<file path="src/hw/rtl/pee_pkg.sv">
package pee_pkg;

	localparam int STACK_DEPTH_DEF = 32;

	localparam int DATA_W = 32;

	// command queue between front and back
	localparam int QUEUE_DEPTH = 4;
	localparam int QUEUE_PTR_W = 2;
	localparam int QUEUE_CNT_W = 3;

	// character codes
	localparam logic [7:0] CH_ZERO  = 8'h30;
	localparam logic [7:0] CH_NINE  = 8'h39;
	localparam logic [7:0] CH_PLUS  = 8'h2B;
	localparam logic [7:0] CH_MINUS = 8'h2D;
	localparam logic [7:0] CH_STAR  = 8'h2A;
	localparam logic [7:0] CH_SLASH = 8'h2F;
	localparam logic [7:0] CH_SPACE = 8'h20;

	// operator codes
	localparam logic [1:0] OP_ADD = 2'd0;
	localparam logic [1:0] OP_SUB = 2'd1;
	localparam logic [1:0] OP_MUL = 2'd2;
	localparam logic [1:0] OP_DIV = 2'd3;

	// result status codes
	localparam logic [2:0] ST_OK        = 3'd0;
	localparam logic [2:0] ST_UNDERFLOW = 3'd1;
	localparam logic [2:0] ST_OVERFLOW  = 3'd2;
	localparam logic [2:0] ST_DIVZERO   = 3'd3;
	localparam logic [2:0] ST_EMPTY     = 3'd4;

	typedef struct packed {
		logic              push_en;
		logic [DATA_W-1:0] push_val;
		logic              op_en;
		logic [1:0]        op;
		logic              last;
	} cmd_t;

endpackage

</file>
<file path="src/hw/rtl/pee_ram.sv">
module pee_ram #(
	parameter int WIDTH = 32,
	parameter int DEPTH = 32
) (
	input  logic                     clk,
	input  logic                     wr_en,
	input  logic [$clog2(DEPTH)-1:0] wr_addr,
	input  logic [WIDTH-1:0]         wr_data,
	input  logic                     rd_en,
	input  logic [$clog2(DEPTH)-1:0] rd_addr,
	output logic [WIDTH-1:0]         rd_data
);

	logic [WIDTH-1:0] mem_q [DEPTH];

	always_ff @(posedge clk) begin
		if (wr_en) begin
			mem_q[wr_addr] <= wr_data;
		end
		if (rd_en) begin
			rd_data <= mem_q[rd_addr];
		end
	end

endmodule

</file>
<file path="src/hw/rtl/pee_div.sv">
module pee_div (
	input  logic        clk,
	input  logic        arst_n,
	input  logic        start,
	input  logic [31:0] dividend,
	input  logic [31:0] divisor,
	output logic        done,
	output logic [31:0] quotient
);

	localparam logic [4:0] LAST_STEP = 5'd31;

	logic        busy_q;
	logic        done_q;
	logic [4:0]  step_q;
	logic [31:0] rem_q;
	logic [31:0] quo_q;
	logic [31:0] mb_q;
	logic        neg_q;
	logic [32:0] trial;

	// one quotient bit per cycle, restoring
	assign trial = {rem_q, quo_q[31]} - {1'b0, mb_q};

	always_ff @(posedge clk or negedge arst_n) begin
		if (!arst_n) begin
			busy_q <= 1'b0;
			done_q <= 1'b0;
			step_q <= '0;
		end else begin
			done_q <= 1'b0;
			if (start) begin
				busy_q <= 1'b1;
				step_q <= '0;
			end else if (busy_q) begin
				step_q <= step_q + 5'd1;
				if (step_q == LAST_STEP) begin
					busy_q <= 1'b0;
					done_q <= 1'b1;
				end
			end
		end
	end

	always_ff @(posedge clk) begin
		if (start) begin
			quo_q <= dividend[31] ? (32'd0 - dividend) : dividend;
			mb_q  <= divisor[31] ? (32'd0 - divisor) : divisor;
			rem_q <= '0;
			neg_q <= dividend[31] ^ divisor[31];
		end else if (busy_q) begin
			if (!trial[32]) begin
				rem_q <= trial[31:0];
			end else begin
				rem_q <= {rem_q[30:0], quo_q[31]};
			end
			quo_q <= {quo_q[30:0], ~trial[32]};
		end
	end

	assign done     = done_q;
	assign quotient = neg_q ? (32'd0 - quo_q) : quo_q;

endmodule

</file>
<file path="src/hw/rtl/pee_front.sv">
module pee_front (
	input  logic          clk,
	input  logic          arst_n,
	input  logic          in_valid,
	output logic          in_ready,
	input  logic [7:0]    char_in,
	input  logic          last,
	output logic          cmd_valid,
	input  logic          cmd_ready,
	output pee_pkg::cmd_t cmd
);

	import pee_pkg::*;

	logic [DATA_W-1:0] acc_q;
	logic              in_num_q;
	logic [DATA_W-1:0] acc_next;
	logic [DATA_W-1:0] acc_upd;
	logic              in_num_upd;
	logic              is_digit;
	logic              accept;

	always_comb begin
		is_digit = char_in inside {[CH_ZERO:CH_NINE]};
		// acc * 10 + digit, wrapping
		acc_next = (acc_q << 3) + (acc_q << 1) + {28'd0, char_in[3:0]};

		cmd          = '0;
		cmd.last     = last;
		cmd.push_val = acc_q;
		acc_upd      = '0;
		in_num_upd   = 1'b0;

		if (is_digit) begin
			acc_upd      = acc_next;
			in_num_upd   = 1'b1;
			cmd.push_en  = last;
			cmd.push_val = acc_next;
		end else begin
			cmd.push_en = in_num_q;
			case (char_in)
				CH_PLUS: begin
					cmd.op_en = 1'b1;
					cmd.op    = OP_ADD;
				end
				CH_MINUS: begin
					cmd.op_en = 1'b1;
					cmd.op    = OP_SUB;
				end
				CH_STAR: begin
					cmd.op_en = 1'b1;
					cmd.op    = OP_MUL;
				end
				CH_SLASH: begin
					cmd.op_en = 1'b1;
					cmd.op    = OP_DIV;
				end
				CH_SPACE: begin
					cmd.op_en = 1'b0;
				end
				default: begin
					cmd.op_en = 1'b0;
				end
			endcase
		end

		if (last) begin
			acc_upd    = '0;
			in_num_upd = 1'b0;
		end
	end

	// a pure digit mid-number leaves nothing for the back end
	assign in_ready  = cmd_ready;
	assign accept    = in_valid && in_ready;
	assign cmd_valid = accept && (cmd.push_en || cmd.op_en || cmd.last);

	always_ff @(posedge clk or negedge arst_n) begin
		if (!arst_n) begin
			acc_q    <= '0;
			in_num_q <= 1'b0;
		end else if (accept) begin
			acc_q    <= acc_upd;
			in_num_q <= in_num_upd;
		end
	end

endmodule

</file>
<file path="src/hw/rtl/pee_fifo.sv">
module pee_fifo (
	input  logic          clk,
	input  logic          arst_n,
	input  logic          wr_en,
	input  pee_pkg::cmd_t wr_cmd,
	output logic          not_full,
	input  logic          rd_en,
	output logic          rd_valid,
	output pee_pkg::cmd_t rd_cmd
);

	import pee_pkg::*;

	cmd_t                   mem_q [QUEUE_DEPTH];
	logic [QUEUE_PTR_W-1:0] wr_ptr_q;
	logic [QUEUE_PTR_W-1:0] rd_ptr_q;
	logic [QUEUE_CNT_W-1:0] cnt_q;
	logic                   do_wr;
	logic                   do_rd;

	assign not_full = cnt_q != QUEUE_CNT_W'(QUEUE_DEPTH);
	assign rd_valid = cnt_q != '0;
	assign rd_cmd   = mem_q[rd_ptr_q];
	assign do_wr    = wr_en && not_full;
	assign do_rd    = rd_en && rd_valid;

	always_ff @(posedge clk or negedge arst_n) begin
		if (!arst_n) begin
			wr_ptr_q <= '0;
			rd_ptr_q <= '0;
			cnt_q    <= '0;
		end else begin
			if (do_wr) begin
				wr_ptr_q <= wr_ptr_q + 1'b1;
			end
			if (do_rd) begin
				rd_ptr_q <= rd_ptr_q + 1'b1;
			end
			if (do_wr && !do_rd) begin
				cnt_q <= cnt_q + 1'b1;
			end else if (do_rd && !do_wr) begin
				cnt_q <= cnt_q - 1'b1;
			end
		end
	end

	always_ff @(posedge clk) begin
		if (do_wr) begin
			mem_q[wr_ptr_q] <= wr_cmd;
		end
	end

endmodule

</file>
<file path="src/hw/rtl/pee_back.sv">
module pee_back #(
	parameter int STACK_DEPTH = pee_pkg::STACK_DEPTH_DEF
) (
	input  logic                      clk,
	input  logic                      arst_n,
	input  logic                      cmd_valid,
	input  pee_pkg::cmd_t             cmd,
	output logic                      cmd_pop,
	output logic                      out_valid,
	input  logic                      out_ready,
	output logic [pee_pkg::DATA_W-1:0] out_value,
	output logic [2:0]                out_status
);

	import pee_pkg::*;

	localparam int CW = $clog2(STACK_DEPTH + 1);
	localparam int IW = $clog2(STACK_DEPTH);

	localparam logic [2:0] S_IDLE  = 3'd0;
	localparam logic [2:0] S_PUSH  = 3'd1;
	localparam logic [2:0] S_OPCHK = 3'd2;
	localparam logic [2:0] S_RD    = 3'd3;
	localparam logic [2:0] S_DIV   = 3'd4;
	localparam logic [2:0] S_END   = 3'd5;

	logic [2:0]        state_q;
	logic [CW-1:0]     count_q;
	logic [2:0]        err_q;
	logic              out_valid_q;
	cmd_t              cmd_q;
	logic [DATA_W-1:0] tos_q;
	logic [DATA_W-1:0] out_value_q;
	logic [2:0]        out_status_q;

	logic [CW-1:0]     count_m1;
	logic [CW-1:0]     count_m2;
	logic              full;
	logic              ram_wr;
	logic              ram_rd;
	logic [DATA_W-1:0] nos;
	logic [DATA_W-1:0] alu_res;
	logic              div_start;
	logic              div_done;
	logic [DATA_W-1:0] div_quo;
	logic              emit;

	// top of stack lives in tos_q, entries below it in the RAM
	assign count_m1 = count_q - CW'(1);
	assign count_m2 = count_q - CW'(2);
	assign full     = count_q == CW'(STACK_DEPTH);
	assign ram_wr   = (state_q == S_PUSH) && cmd_q.push_en && !full && (count_q != '0);
	assign ram_rd   = (state_q == S_OPCHK) && cmd_q.op_en && (count_q >= CW'(2));
	assign cmd_pop  = (state_q == S_IDLE) && cmd_valid;
	assign div_start = (state_q == S_RD) && (cmd_q.op == OP_DIV) && (tos_q != '0);
	assign emit     = (state_q == S_END) && cmd_q.last && (!out_valid_q || out_ready);

	pee_ram #(
		.WIDTH (DATA_W),
		.DEPTH (STACK_DEPTH)
	) u_stack (
		.clk     (clk),
		.wr_en   (ram_wr),
		.wr_addr (count_m1[IW-1:0]),
		.wr_data (tos_q),
		.rd_en   (ram_rd),
		.rd_addr (count_m2[IW-1:0]),
		.rd_data (nos)
	);

	pee_div u_div (
		.clk      (clk),
		.arst_n   (arst_n),
		.start    (div_start),
		.dividend (nos),
		.divisor  (tos_q),
		.done     (div_done),
		.quotient (div_quo)
	);

	always_comb begin
		case (cmd_q.op)
			OP_ADD:  alu_res = nos + tos_q;
			OP_SUB:  alu_res = nos - tos_q;
			OP_MUL:  alu_res = nos * tos_q;
			default: alu_res = nos + tos_q;
		endcase
	end

	always_ff @(posedge clk or negedge arst_n) begin
		if (!arst_n) begin
			state_q     <= S_IDLE;
			count_q     <= '0;
			err_q       <= ST_OK;
			out_valid_q <= 1'b0;
		end else begin
			if (out_valid_q && out_ready) begin
				out_valid_q <= 1'b0;
			end
			case (state_q)
				S_IDLE: begin
					if (cmd_valid) begin
						state_q <= S_PUSH;
					end
				end
				S_PUSH: begin
					if (cmd_q.push_en) begin
						if (full) begin
							err_q <= (err_q == ST_OK) ? ST_OVERFLOW : err_q;
						end else begin
							count_q <= count_q + CW'(1);
						end
					end
					state_q <= S_OPCHK;
				end
				S_OPCHK: begin
					if (!cmd_q.op_en) begin
						state_q <= S_END;
					end else if (count_q < CW'(2)) begin
						err_q   <= (err_q == ST_OK) ? ST_UNDERFLOW : err_q;
						state_q <= S_END;
					end else begin
						state_q <= S_RD;
					end
				end
				S_RD: begin
					if (cmd_q.op != OP_DIV) begin
						count_q <= count_m1;
						state_q <= S_END;
					end else if (tos_q == '0) begin
						err_q   <= (err_q == ST_OK) ? ST_DIVZERO : err_q;
						state_q <= S_END;
					end else begin
						state_q <= S_DIV;
					end
				end
				S_DIV: begin
					if (div_done) begin
						count_q <= count_m1;
						state_q <= S_END;
					end
				end
				S_END: begin
					if (!cmd_q.last) begin
						state_q <= S_IDLE;
					end else if (emit) begin
						out_valid_q <= 1'b1;
						count_q     <= '0;
						err_q       <= ST_OK;
						state_q     <= S_IDLE;
					end
				end
				default: begin
					state_q <= S_IDLE;
				end
			endcase
		end
	end

	always_ff @(posedge clk) begin
		if (cmd_pop) begin
			cmd_q <= cmd;
		end
		if ((state_q == S_PUSH) && cmd_q.push_en && !full) begin
			tos_q <= cmd_q.push_val;
		end else if ((state_q == S_RD) && (cmd_q.op != OP_DIV)) begin
			tos_q <= alu_res;
		end else if ((state_q == S_DIV) && div_done) begin
			tos_q <= div_quo;
		end
		if (emit) begin
			out_value_q <= (count_q == '0) ? '0 : tos_q;
			if (err_q != ST_OK) begin
				out_status_q <= err_q;
			end else if (count_q == '0) begin
				out_status_q <= ST_EMPTY;
			end else begin
				out_status_q <= ST_OK;
			end
		end
	end

	assign out_valid  = out_valid_q;
	assign out_value  = out_value_q;
	assign out_status = out_status_q;

endmodule

</file>
<file path="src/hw/rtl/postfix_expression_evaluator_unit.sv">
// Postfix (RPN) evaluator over an ASCII byte stream. The front end takes one
// byte per cycle while the queue has room, builds decimal numbers and passes
// push/operator commands through a 4-entry queue; digits inside a number
// leave no command. The back end runs a plain command (a push, a byte ending
// a number, a bare last byte) through the states idle, push, operand check
// and end; + - * add a state reading the second operand from the stack RAM,
// and / also waits on the 32-step restoring divider. A byte marked tlast
// yields one item of value and status; the stack holds STACK_DEPTH operands
// and is empty again after each result. Status: 0 ok, 1 underflow, 2 overflow,
// 3 divide by zero, 4 empty stack; only an expression's first error is kept.
module postfix_expression_evaluator_unit #(
	parameter int STACK_DEPTH = pee_pkg::STACK_DEPTH_DEF
) (
	input  logic        clk,
	input  logic        arst_n,
	input  logic        s_axis_tvalid,
	output logic        s_axis_tready,
	input  logic [7:0]  s_axis_tdata,  // [7:0] char_in
	input  logic        s_axis_tlast,
	output logic        m_axis_tvalid,
	input  logic        m_axis_tready,
	output logic [39:0] m_axis_tdata   // [31:0] value, [34:32] status, rest zero
);

	import pee_pkg::*;

	cmd_t              fe_cmd;
	logic              fe_cmd_valid;
	logic              q_not_full;
	logic              q_valid;
	cmd_t              q_cmd;
	logic              q_pop;
	logic [DATA_W-1:0] res_value;
	logic [2:0]        res_status;

	pee_front u_front (
		.clk       (clk),
		.arst_n    (arst_n),
		.in_valid  (s_axis_tvalid),
		.in_ready  (s_axis_tready),
		.char_in   (s_axis_tdata),
		.last      (s_axis_tlast),
		.cmd_valid (fe_cmd_valid),
		.cmd_ready (q_not_full),
		.cmd       (fe_cmd)
	);

	pee_fifo u_queue (
		.clk      (clk),
		.arst_n   (arst_n),
		.wr_en    (fe_cmd_valid),
		.wr_cmd   (fe_cmd),
		.not_full (q_not_full),
		.rd_en    (q_pop),
		.rd_valid (q_valid),
		.rd_cmd   (q_cmd)
	);

	pee_back #(
		.STACK_DEPTH (STACK_DEPTH)
	) u_back (
		.clk        (clk),
		.arst_n     (arst_n),
		.cmd_valid  (q_valid),
		.cmd        (q_cmd),
		.cmd_pop    (q_pop),
		.out_valid  (m_axis_tvalid),
		.out_ready  (m_axis_tready),
		.out_value  (res_value),
		.out_status (res_status)
	);

	assign m_axis_tdata = {5'd0, res_status, res_value};

endmodule

</file>
<file path="config.mk">
export PLATFORM = sky130hd
export DESIGN_NAME = postfix_expression_evaluator_unit
export DESIGN_NICKNAME = d
export VERILOG_FILES = /design/src/hw/rtl/pee_pkg.sv /design/src/hw/rtl/pee_ram.sv /design/src/hw/rtl/pee_div.sv /design/src/hw/rtl/pee_front.sv /design/src/hw/rtl/pee_fifo.sv /design/src/hw/rtl/pee_back.sv /design/src/hw/rtl/postfix_expression_evaluator_unit.sv
export SDC_FILE = /design/constraint.sdc
export NUM_CORES = 2
export LEC_CHECK = 0
export ABC_CLOCK_PERIOD_IN_PS = 11100
export BUFFER_PORTS_ARGS = -buffer_cell sky130_fd_sc_hd__buf_4
export CORE_ASPECT_RATIO = 0.9
export CORE_UTILIZATION = 60
export DETAILED_ROUTE_END_ITERATION = 12
export GPL_ROUTABILITY_DRIVEN = 0
export PLACE_DENSITY = 0.76
export SLEW_MARGIN = 20
export SYNTH_ARGS = -nofsm -noshare
export SYNTH_HDL_FRONTEND = slang
export SYNTH_SLANG_ARGS = --single-unit
</file>
<file path="constraint.sdc">
create_clock -name clk -period 11.1 [get_ports clk]
set_input_delay 0.555 -clock clk [delete_from_list [all_inputs] [get_ports clk]]
set_output_delay 0.555 -clock clk [all_outputs]
set_load 0.01 [all_outputs]
</file>
==> out/qor.yml <==
outcome: "finished clean"
seq_area_frac_synth: 0.545
routed_via_density: 6.54
met2_usage: 0.516
port-buffer-count: 49
maxCapViolations: 0
ys_ff_latch: 1464
cts_max_path_buffers: 3
fin_nets: 6205
antenna_found_initial: 9
core-area_um2: 131000
drive_above_1_share: 0.154
setup-violations-final: 0
final_util: 0.661
cts_root_buf: "clkbuf_16"
first_global_vias: 49105
grt_max_degree: 150
slew_violations: 0
area_delta_synth_final_pct: 9.08
syn_avg_cell_area_um2: 14.5
die_w_um: 386
post-route-period-util: 0.762
arrival_ps: 8950
slew_headroom: 0.245
holdWs_ps: 173
cts_setup_buffers: 0
timing.fmax_mhz: 118
placementRows: 126
drtAntennaViolNets: 0
cts_hold_buf: 3
synth_cell_types: 90
grt_usage: 0.326
cts_max_level: 4
place_hpwl_um: 128000
cts_resized: 0
syn_area_um2: 79600
grt_pass1_wl_um: 317000
die-height_um: 347
worst_pin_slew_ps: 1130
start_util: 0.606
finalClockSkew_ps: 70.0
final_cell_mix: "1373 x edfxtp_1, 453 x nand2_1, 451 x inv_1, 413 x fa_1, 357 x mux4_2"
crit_required_ps: 11600
final_common_cell: "edfxtp_1"
endpoint_kind: "flop"
tns_ps: 0
hold_path.class: "input port to flop"
clock_latency_ps: 810
avgRoutedWirePerCell_um: 29.2
rsz0062_at_grt: "no"
routed_wl_um: 215000
grt-ovfl-total: 0
drt_iter0_markers: 6133
start_kind: "flop"
finalHoldViolCount: 0
synth_edf_count: 1373
die-area_um2: 134000
yosysWarningCount: 0
clk_pin_slew_ps: 70
grt_use_met3: 0.0768
async_flop_share: 0.0403
path_class: "flop to flop"
clkSinkCount: 1464
cts_tree: "yes"
netlist_instances: 5493
ys.flop_type: "edfxtp_1"
cts_buffers: 143
grt_use_met1: 0.434
period_needed_ps: 8450
drc: 0
drt_pass1_iterations: 6
num_vias: 48117
cp_max_fo: 52
grt_busiest_layer: "met2"
io_pins: 55
state kept, by name (all words and copies together) (netlist names), 5 cells and up:
name / cells
u_back.count_q: 6
u_back.tos_q: 32
u_back.u_div.step_q: 5
u_back.u_div.quo_q: 32
u_back.u_div.rem_q: 32
u_front.acc_q: 32
u_back.u_div.mb_q: 32
u_back.u_stack.mem_q: 1024
u_queue.mem_q: 148
u_back.cmd_q: 37
u_back.out_value: 32
u_back.u_stack.rd_data: 32
kinds of logic (layout without fill, tap and decap cells):
kind of cell               count (synthesis)  count (layout)  synth area share
buffers and inverters                    754             884            0.0363
other                                      1               7         0.0000471
DFF                                     1464            1464             0.545
and+or+nand+nor                         1214            1214            0.0758
xor gates and xnor gates                 287             287            0.0320
muxes                                    432             432             0.111
AOI/OAI and AO/OA                        663             663            0.0541
adders and majority gates                678             678             0.146
per-layer routing:
layer,vias up,part of all wire
li1,20009,-
met1,24539,0.37
met2,3048,0.47
met3,515,0.11
met4,6,0.047
met5,-,0.00017
critical path: stages (launching register included):
cell	delay [ps]
edfxtp_1	770
buf_4	590
and2_1	240
fa_1	420
fa_1	490
fa_1	520
inv_1	50
fa_1	490
inv_1	50
fa_1	480
fa_1	580
fa_1	430
fa_1	460
ha_1	350
or2_2	320
and2_1	170
a2111oi_0	520
o221ai_1	210
o211ai_1	320
o21ai_0	200
a31oi_1	230
xor2_1	170
a211oi_1	90
layout make-up:
cell class                 count  area (um2)
multi-input combinational   3279       33700
timing repair buffer         173        1350
fill                        8903       44500
clock buffer                 175        3730
inverter                     453        1700
clock inverter                83         802
sequential                  1464       43400
tap                         1728        2160
antenna                        2        5.00
cell usage after synthesis, types with 13 or more instances:
master    count  area (um2)
and3_1       14        87.6
edfxtp_1   1373       41200
xnor2_1     165        1450
nand3_1      38         190
nor2b_1      42         263
a22o_1       28         245
inv_1       451        1690
buf_2        13        65.1
clkbuf_1    247         927
dfrtp_1      59        1480
dfxtp_1      32         641
nand4_1      21         131
and2_1      314        1960
nand2_1     453        1700
nor3_1       36         180
xor2_1      119        1040
buf_1        30         113
o31ai_1      36         270
a211oi_1     26         195
a21boi_0     14         105
o21a_1       24         180
mux4_2      357        8040
a21oi_1     138         691
a31oi_1      33         206
o21ai_0     177         886
a21o_1       39         293
mux2i_1      15         150
or3_1        31         194
ha_1        265        3320
o22ai_1      28         175
fa_1        413        8270
mux2_2       60         676
nor2_1      176         661
nand2b_1     30         188
worst paths after layout:
kind	slack [ps]	depth (start not counted)	startpoint	endpoint
setup reg to reg	2650	22	u_back.tos_q[5]	u_back.tos_q[30]
hold reg to reg	490	2	u_back.u_div.rem_q[3]	u_back.u_div.rem_q[4]
min in group asynchronous	520	2	arst_n	u_queue.cnt_q[2]
hold / removal	170	3	s_axis_tdata[1]	u_front.acc_q[1]
max in group asynchronous	9830	2	arst_n	u_back.u_div.busy_q
setup / recovery	2650	22	u_back.tos_q[5]	u_back.tos_q[30]
metrics by stage:
step                      worst slack [ps]  std cells  area, um2
after floorplan                       3270       5497      79600
final                                 2650       7357      86800
after detailed placement              2690       7093      82200
after CTS                             2650       7354      86800
after global routing                  2270       7355      86800
after global placement                2750       7093      82200
Power is left out: the tool's default activity adds up to more than one toggle a clock period on the data nets, which glitch-free logic cannot reach.
